===== config.mk =====
export PLATFORM = sky130hd
export DESIGN_NAME = absent_index_enumerator
export DESIGN_NICKNAME = d
export VERILOG_FILES = /design/src/rtl/core/aie_pkg.sv /design/src/rtl/core/absent_index_enumerator.sv /design/src/rtl/core/aie_ctrl.sv /design/src/rtl/core/aie_datapath.sv
export SDC_FILE = /design/constraint.sdc
export NUM_CORES = 2
export LEC_CHECK = 0
export ABC_AREA = 1
export BUFFER_PORTS_ARGS = -buffer_cell sky130_fd_sc_hd__buf_2
export CELL_PAD_IN_SITES_DETAIL_PLACEMENT = 1
export CELL_PAD_IN_SITES_GLOBAL_PLACEMENT = 2
export CORE_ASPECT_RATIO = 1.25
export CORE_MARGIN = 2
export CORE_UTILIZATION = 45
export DETAILED_ROUTE_END_ITERATION = 7
export PLACE_DENSITY_LB_ADDON = 0.2
export SKIP_LAST_GASP = 1
export SLEW_MARGIN = 25
export SYNTH_ARGS = -nofsm -noshare
export SYNTH_HDL_FRONTEND = slang
export SYNTH_HIERARCHICAL = 1
export SYNTH_SLANG_ARGS = --single-unit

===== constraint.sdc =====
create_clock -name i_clk -period 45.5 [get_ports i_clk]
set_input_delay 9.1 -clock i_clk [delete_from_list [all_inputs] [get_ports i_clk]]
set_output_delay 9.1 -clock i_clk [all_outputs]
set_load 0.01 [all_outputs]

===== src/rtl/core/aie_pkg.sv =====
// Shared types and constants for the absent index enumerator.
// No dependencies.
`timescale 1ns / 1ps

package aie_pkg;

    localparam int RANGE_SIZE_DEF = 1024;
    localparam int WORD_W         = 32;
    localparam int WORD_LOG       = 5;
    localparam int VALUE_W        = 10;
    localparam int EP_W           = 11;

    localparam logic [EP_W-1:0] EP_RESET = 11'd1024;

    localparam logic [1:0] OP_MARK  = 2'd0;
    localparam logic [1:0] OP_FETCH = 2'd1;
    localparam logic [1:0] OP_CLEAR = 2'd2;

    typedef struct packed {
        logic [1:0]         operation;
        logic [VALUE_W-1:0] value;
    } t_in_item;

    typedef struct packed {
        logic [VALUE_W-1:0] index;
        logic               found;
    } t_out_item;

    typedef struct packed {
        logic mark;
        logic sweep;
        logic cursor_clr;
        logic rd;
        logic miss;
        logic eval;
        logic push;
    } t_dp_cmd;

    typedef struct packed {
        logic sweep_last;
        logic cur_ge_end;
        logic eval_done;
        logic out_free;
    } t_dp_status;

endpackage


===== src/rtl/core/absent_index_enumerator.sv =====
// Top level of the absent index enumerator: controller plus datapath.
// Depends on aie_pkg, aie_ctrl and aie_datapath.
//
//   channel   direction  handshake                  payload
//   in        input      i_in_valid / o_in_stall    i_in_item  (aie_pkg::t_in_item)
//   out       output     o_out_valid / i_out_stall  o_out_item (aie_pkg::t_out_item)
//   cfg       input      i_cfg_valid / o_cfg_ready  i_cfg_data (end_point)
//
// Mark and unused codes leave the controller in S_IDLE; clear sweeps all ceil(RANGE_SIZE/32) bitmap words.
// Fetch runs S_RD then S_EVAL for each 32-bit bitmap word read (one memory read
//   and one priority-encode step), then S_PUSH; S_RD goes to S_PUSH if range is used up.
// After reset a clearing pass over ceil(RANGE_SIZE/32) bitmap words (32 by default) runs
//   with o_in_stall high; configuration writes are taken throughout.
// A held result in the output register does not block marks or clears.
`timescale 1ns / 1ps

module absent_index_enumerator #(
    parameter int RANGE_SIZE = aie_pkg::RANGE_SIZE_DEF
) (
    input  logic                     i_clk,
    input  logic                     i_rst_n,
    input  logic                     i_in_valid,
    output logic                     o_in_stall,
    input  aie_pkg::t_in_item        i_in_item,
    output logic                     o_out_valid,
    input  logic                     i_out_stall,
    output aie_pkg::t_out_item       o_out_item,
    input  logic                     i_cfg_valid,
    output logic                     o_cfg_ready,
    input  logic [aie_pkg::EP_W-1:0] i_cfg_data
);

    aie_pkg::t_dp_cmd    cmd;
    aie_pkg::t_dp_status status;
    logic                cfg_we;

    assign o_cfg_ready = 1'b1;
    assign cfg_we      = i_cfg_valid && o_cfg_ready;

    aie_ctrl u_ctrl (
        .i_clk       (i_clk),
        .i_rst_n     (i_rst_n),
        .i_in_valid  (i_in_valid),
        .i_operation (i_in_item.operation),
        .i_status    (status),
        .o_in_stall  (o_in_stall),
        .o_cmd       (cmd)
    );

    aie_datapath #(
        .RANGE_SIZE (RANGE_SIZE)
    ) u_datapath (
        .i_clk       (i_clk),
        .i_rst_n     (i_rst_n),
        .i_cmd       (cmd),
        .o_status    (status),
        .i_in_item   (i_in_item),
        .i_cfg_we    (cfg_we),
        .i_cfg_data  (i_cfg_data),
        .i_out_stall (i_out_stall),
        .o_out_valid (o_out_valid),
        .o_out_item  (o_out_item)
    );

endmodule


===== src/rtl/core/aie_ctrl.sv =====
// Controller state machine for the absent index enumerator.
// Depends on aie_pkg; drives the datapath through t_dp_cmd.
`timescale 1ns / 1ps

module aie_ctrl (
    input  logic                i_clk,
    input  logic                i_rst_n,
    input  logic                i_in_valid,
    input  logic [1:0]          i_operation,
    input  aie_pkg::t_dp_status i_status,
    output logic                o_in_stall,
    output aie_pkg::t_dp_cmd    o_cmd
);

    typedef enum logic [4:0] {
        S_IDLE  = 5'b00001,
        S_CLEAR = 5'b00010,
        S_RD    = 5'b00100,
        S_EVAL  = 5'b01000,
        S_PUSH  = 5'b10000
    } t_state;

    t_state r_state;
    t_state n_state;
    logic   accept;

    assign o_in_stall = (r_state != S_IDLE);
    assign accept     = i_in_valid && (r_state == S_IDLE);

    always_ff @(posedge i_clk) begin
        if (!i_rst_n) begin
            r_state <= S_CLEAR;
        end else begin
            r_state <= n_state;
        end
    end

    always_comb begin
        n_state = r_state;
        o_cmd   = '0;
        unique case (r_state)
            S_IDLE: begin
                if (accept) begin
                    unique case (i_operation)
                        aie_pkg::OP_MARK: begin
                            o_cmd.mark = 1'b1;
                        end
                        aie_pkg::OP_FETCH: begin
                            n_state = S_RD;
                        end
                        aie_pkg::OP_CLEAR: begin
                            o_cmd.cursor_clr = 1'b1;
                            n_state          = S_CLEAR;
                        end
                        default: begin
                        end
                    endcase
                end
            end
            S_CLEAR: begin
                o_cmd.sweep = 1'b1;
                if (i_status.sweep_last) begin
                    n_state = S_IDLE;
                end
            end
            S_RD: begin
                if (i_status.cur_ge_end) begin
                    o_cmd.miss = 1'b1;
                    n_state    = S_PUSH;
                end else begin
                    o_cmd.rd = 1'b1;
                    n_state  = S_EVAL;
                end
            end
            S_EVAL: begin
                o_cmd.eval = 1'b1;
                n_state    = i_status.eval_done ? S_PUSH : S_RD;
            end
            S_PUSH: begin
                if (i_status.out_free) begin
                    o_cmd.push = 1'b1;
                    n_state    = S_IDLE;
                end
            end
            default: begin
                n_state = S_IDLE;
            end
        endcase
    end

endmodule


===== src/rtl/core/aie_datapath.sv =====
// Datapath for the absent index enumerator: bitmap memory, cursor, scan
// logic, range register and output register. Depends on aie_pkg.
`timescale 1ns / 1ps

module aie_datapath #(
    parameter int RANGE_SIZE = aie_pkg::RANGE_SIZE_DEF
) (
    input  logic                        i_clk,
    input  logic                        i_rst_n,
    input  aie_pkg::t_dp_cmd            i_cmd,
    output aie_pkg::t_dp_status         o_status,
    input  aie_pkg::t_in_item           i_in_item,
    input  logic                        i_cfg_we,
    input  logic [aie_pkg::EP_W-1:0]    i_cfg_data,
    input  logic                        i_out_stall,
    output logic                        o_out_valid,
    output aie_pkg::t_out_item          o_out_item
);

    localparam int CW = $clog2(RANGE_SIZE + 1);
    localparam int NW = (RANGE_SIZE + aie_pkg::WORD_W - 1) / aie_pkg::WORD_W;
    localparam int AW = (NW > 1) ? $clog2(NW) : 1;
    localparam logic [31:0] RANGE32 = 32'(RANGE_SIZE);
    localparam logic [aie_pkg::WORD_W-1:0] ONE_W = aie_pkg::WORD_W'(1);

    logic [aie_pkg::WORD_W-1:0]  r_mem [NW];
    logic [aie_pkg::WORD_W-1:0]  r_rdata;
    logic [CW-1:0]               r_cursor;
    logic [aie_pkg::EP_W-1:0]    r_end_point;
    logic [AW-1:0]               r_sweep;
    aie_pkg::t_out_item          r_res;
    logic                        r_out_valid;
    aie_pkg::t_out_item          r_out_item;

    logic [31:0]                 ep32;
    logic [31:0]                 end32;
    logic [31:0]                 c32;
    logic [31:0]                 val32;
    logic [31:0]                 base32;
    logic [31:0]                 nx32;
    logic [aie_pkg::WORD_W-1:0]  low_mask;
    logic [aie_pkg::WORD_W-1:0]  free_bits;
    logic [aie_pkg::WORD_LOG-1:0] pos;
    logic                        has_zero;
    logic                        hit;
    logic                        mark_ok;

    assign ep32   = 32'(r_end_point);
    assign end32  = (ep32 > RANGE32) ? RANGE32 : ep32;
    assign c32    = 32'(r_cursor);
    assign val32  = 32'(i_in_item.value);
    assign mark_ok = val32 < end32;

    // scan window: bits below the cursor count as taken
    assign base32    = c32 & ~32'(aie_pkg::WORD_W - 1);
    assign low_mask  = (ONE_W << c32[aie_pkg::WORD_LOG-1:0]) - ONE_W;
    assign free_bits = ~(r_rdata | low_mask);
    assign has_zero  = |free_bits;

    always_comb begin
        pos = '0;
        for (int i = aie_pkg::WORD_W - 1; i >= 0; i--) begin
            if (free_bits[i]) begin
                pos = aie_pkg::WORD_LOG'(i);
            end
        end
    end

    assign nx32 = has_zero ? (base32 + 32'(pos)) : (base32 + 32'(aie_pkg::WORD_W));
    assign hit  = nx32 < end32;

    assign o_status.sweep_last = (r_sweep == AW'(NW - 1));
    assign o_status.cur_ge_end = (c32 >= end32);
    assign o_status.eval_done  = !hit || has_zero;
    assign o_status.out_free   = !r_out_valid || !i_out_stall;

    always_ff @(posedge i_clk) begin
        if (i_cmd.sweep) begin
            r_mem[r_sweep] <= '0;
        end else if (i_cmd.mark && mark_ok) begin
            r_mem[AW'(val32 >> aie_pkg::WORD_LOG)][val32[aie_pkg::WORD_LOG-1:0]] <= 1'b1;
        end
    end

    always_ff @(posedge i_clk) begin
        if (i_cmd.rd) begin
            r_rdata <= r_mem[AW'(c32 >> aie_pkg::WORD_LOG)];
        end
    end

    always_ff @(posedge i_clk) begin
        if (!i_rst_n) begin
            r_cursor    <= '0;
            r_sweep     <= '0;
            r_end_point <= aie_pkg::EP_RESET;
            r_out_valid <= 1'b0;
        end else begin
            if (i_cmd.cursor_clr) begin
                r_cursor <= '0;
            end else if (i_cmd.eval) begin
                if (!hit) begin
                    r_cursor <= CW'(end32);
                end else if (has_zero) begin
                    r_cursor <= CW'(nx32 + 32'd1);
                end else begin
                    r_cursor <= CW'(nx32);
                end
            end
            if (i_cmd.sweep) begin
                r_sweep <= o_status.sweep_last ? '0 : r_sweep + 1'b1;
            end
            if (i_cfg_we) begin
                r_end_point <= i_cfg_data;
            end
            if (i_cmd.push) begin
                r_out_valid <= 1'b1;
            end else if (!i_out_stall) begin
                r_out_valid <= 1'b0;
            end
        end
    end

    always_ff @(posedge i_clk) begin
        if (i_cmd.miss || (i_cmd.eval && !hit)) begin
            r_res <= '0;
        end else if (i_cmd.eval && has_zero) begin
            r_res.index <= aie_pkg::VALUE_W'(nx32);
            r_res.found <= 1'b1;
        end
        if (i_cmd.push) begin
            r_out_item <= r_res;
        end
    end

    assign o_out_valid = r_out_valid;
    assign o_out_item  = r_out_item;

endmodule


==> impl_metrics.json <==
{
  "fill_cells": 12030,
  "finalSetupTns_ns": 0,
  "synth-edff-count": 1067,
  "cts_setup_buffers": 0,
  "ff2ff_path_depth": 14,
  "firstDrtPassIters": 6,
  "vdd_drop_max_v": 0.00002984,
  "fmax_mhz": 71.53,
  "synth_xor_area_share_pct": 0.2256,
  "critPathArrivalTime_ns": 14.38,
  "clock-sinks": 1111,
  "initial_utilization_pct": 45.29,
  "nNetsFinal": 4806,
  "leakagePower_nw": 21.12,
  "synthArstFlopShare_pct": 0,
  "first_global_vias": 37810,
  "cts_buffer_depth": 3,
  "setup_viol": 0,
  "synth-main-ff-cell": "edfxtp_1",
  "place_congestion": 0.8669,
  "vias_per_cell": 6.042,
  "hold_path.class": "reg -> reg",
  "slew_violations": 0,
  "yosysSeqAreaShare_pct": 65.24,
  "ant_nets": 0,
  "grt_pass1_wl_um": 246000,
  "slew_headroom_pct": 25.40,
  "cts-resized-gates": 0,
  "final_cell_mix": "nor2_1 (1694), edfxtp_1 (1067), o21ai_0 (589), nand2_1 (216), o22ai_1 (160)",
  "cts_made_buffers": 115,
  "tightestPinTransition_ns": 1.107,
  "htreeDepth": 3,
  "core-area_mm2": 0.1114,
  "syn_area_mm2": 0.05046,
  "timing.critical_path.to_type": "register",
  "layout_commonest_cell": "nor2_1",
  "synth_top_family_by_area": "simple AND/OR/NAND/NOR gates",
  "cts_root_buf": "clkbuf_16",
  "synth_warnings": 6,
  "insertion_delay_ns": 0.74,
  "clkTransAtPathRegs_ns": 0.06,
  "synth_compound_area_share_pct": 11.98,
  "rsz0062_at_grt": "false",
  "worstPathRequired_ns": 45.90,
  "die_h_um": 378.4,
  "finalNonFillerCells": 6294,
  "synthAdderAreaFrac_pct": 0.8679,
  "drive_above_1_share_pct": 8.337,
  "gr-total-overflow": 0,
  "wl_met3_um": 9051,
  "grt.total_usage_pct": 29.09,
  "dp.cells": 6084,
  "hpwl_um": 93540,
  "startpoint_type": "input port",
  "drt-met1-wl_um": 69060,
  "synth_area_per_cell_um2": 10.25,
  "vias": 38030,
  "worst_slack_ns": 31.52,
  "drc": 0,
  "ys_seq_elements": 1111,
  "critPathKind": "in -> reg",
  "period_needed_ns": 13.98,
  "drtIter0Drc": 3261,
  "rows": 137,
  "holdPathStages": 0,
  "p_per_area_mw_per_mm2": 42.36,
  "cts-hold-fix-buffers": 0,
  "wl_per_cell_um": 26.78,
  "pre_cts_slack_ns": 30.90,
  "cap_violations": 0,
  "die_x_um": 303.5,
  "syn-num-nets": 4988,
  "final_hold_viol_count": 0,
  "routed_wl_um": 168500,
  "netlist-cell-type-count": 56,
  "ioPinCount": 42,
  "grt_max_degree": 221,
  "antenna_found_initial": 3,
  "wl_met2_um": 85160,
  "synthCells": 4925,
  "dieArea_mm2": 0.1148,
  "final.period_utilization_pct": 30.72,
  "synthSimpleGateAreaFrac_pct": 17.12,
  "io_buffer_count": 40,
  "synth_mux_area_share_pct": 0.05951,
  "finClkSkew_ns": 0.03966,
  "cts_tree": "done",
  "maxUsedRoutingLayer": "met4",
  "status": "finished, final reports clean",
  "crit_fanout": 220,
  "syn_to_final_growth_pct": 9.477
}
==> metal layers <==
layer	vias up	global-route usage (%)
li1	16880	-
met1	19780	37.20
met2	1083	50.87
met3	284	3.701
met4	0	9.619
met5	-	0
==> area by class of cell <==
| type | count | area [µm²] | area share (%) |
|---|---|---|---|
| flip-flops and latches | 1111 | 32930 | 59.61 |
| multi-input cells | 3225 | 15290 | 27.68 |
| clock buffers | 148 | 3084 | 5.583 |
| well taps | 1459 | 1826 | 3.305 |
| repair buffers | 138 | 1033 | 1.871 |
| inverters | 152 | 605.6 | 1.096 |
| clock inverters | 60 | 465.4 | 0.8426 |
| diodes | 1 | 2.502 | 0.004530 |
==> power breakdown <==
part | leakage [nW] | internal [mW] | total [mW] | switching, mW
clock | 1.73 | 0.504 | 0.909 | 0.405
sequential | 10.4 | 1.15 | 1.16 | 0.00958
combinational | 8.95 | 0.0448 | 0.272 | 0.227
==> through the flow <==
| step | hold WS [ns] | power, mW | instance area [µm²] | util [%] |
|---|---|---|---|---|
| after floorplan | 0.4030 | 1.332 | 50460 | - |
| after global placement | 0.4139 | 1.443 | 51620 | 46.33 |
| after detailed placement | 0.4136 | 1.450 | 51650 | 46.36 |
| after CTS | 0.4297 | 2.352 | 55200 | 49.55 |
| after global routing | 0.4366 | 2.409 | 55240 | 49.58 |
| final | 0.4332 | 2.340 | 55240 | 49.58 |
==> worst max-delay path: stages <==
cell	delay (ns)
buf_2	0.15
ha_1	0.32
a21oi_1	0.16
o21a_1	0.14
nor2_1	0.04
a211oi_1	0.25
nand3_2	0.66
inv_8	0.91
buf_12	0.54
buf_4	0.85
buf_4	0.87
==> Yosys cell counts, drive strengths merged, types with 29 or more instances <==
library cell	n	area, µm²
a21oi	69	356.6
a221oi	35	306.5
a32oi	29	254.0
clkbuf	416	1562
dfxtp	44	880.8
edfxtp	1067	32040
ha	35	437.9
inv	146	553.0
nand2	230	918.4
nand3	89	465.5
nand4	66	478.0
nor2	1717	6546
nor3	30	150.1
o21ai	594	2980
o221ai	76	665.6
o22ai	160	1001
==> worst paths after layout <==
path / from / end / slack (ns)
worst max-delay path: i_in_item[4] / u_datapath/r_mem[17][29] / 31.52
worst min-delay path: u_datapath/r_res[10] / u_datapath/o_out_item[10] / 0.43
worst max register to register: u_datapath/r_end_point[7] / u_datapath/r_mem[17][29] / 38.61
worst min register to register: u_datapath/r_res[10] / u_datapath/o_out_item[10] / 0.43
==> kinds of logic (layout without fill, tap and decap cells) <==
logic type	after synthesis	in the layout
other	1	2
adders and majority gates	35	35
AOI/OAI and AO/OA	1030	1030
DFF	1111	1111
buffers and inverters	589	498
muxes	3	3
and+or+nand+nor	2143	2143
xor gates and xnor gates	13	13
==> registers in the layout, indices dropped and copies added (netlist names) <==
register and cells:
u_datapath/r_res 11, u_ctrl/r_state 5, u_datapath/r_mem 1024, u_datapath/r_rdata 32, u_datapath/o_out_item 11, u_datapath/r_end_point 11
u_datapath/r_cursor 11, u_datapath/o_out_valid 1, u_datapath/r_sweep 5
(Power assumes the default switching activity.)
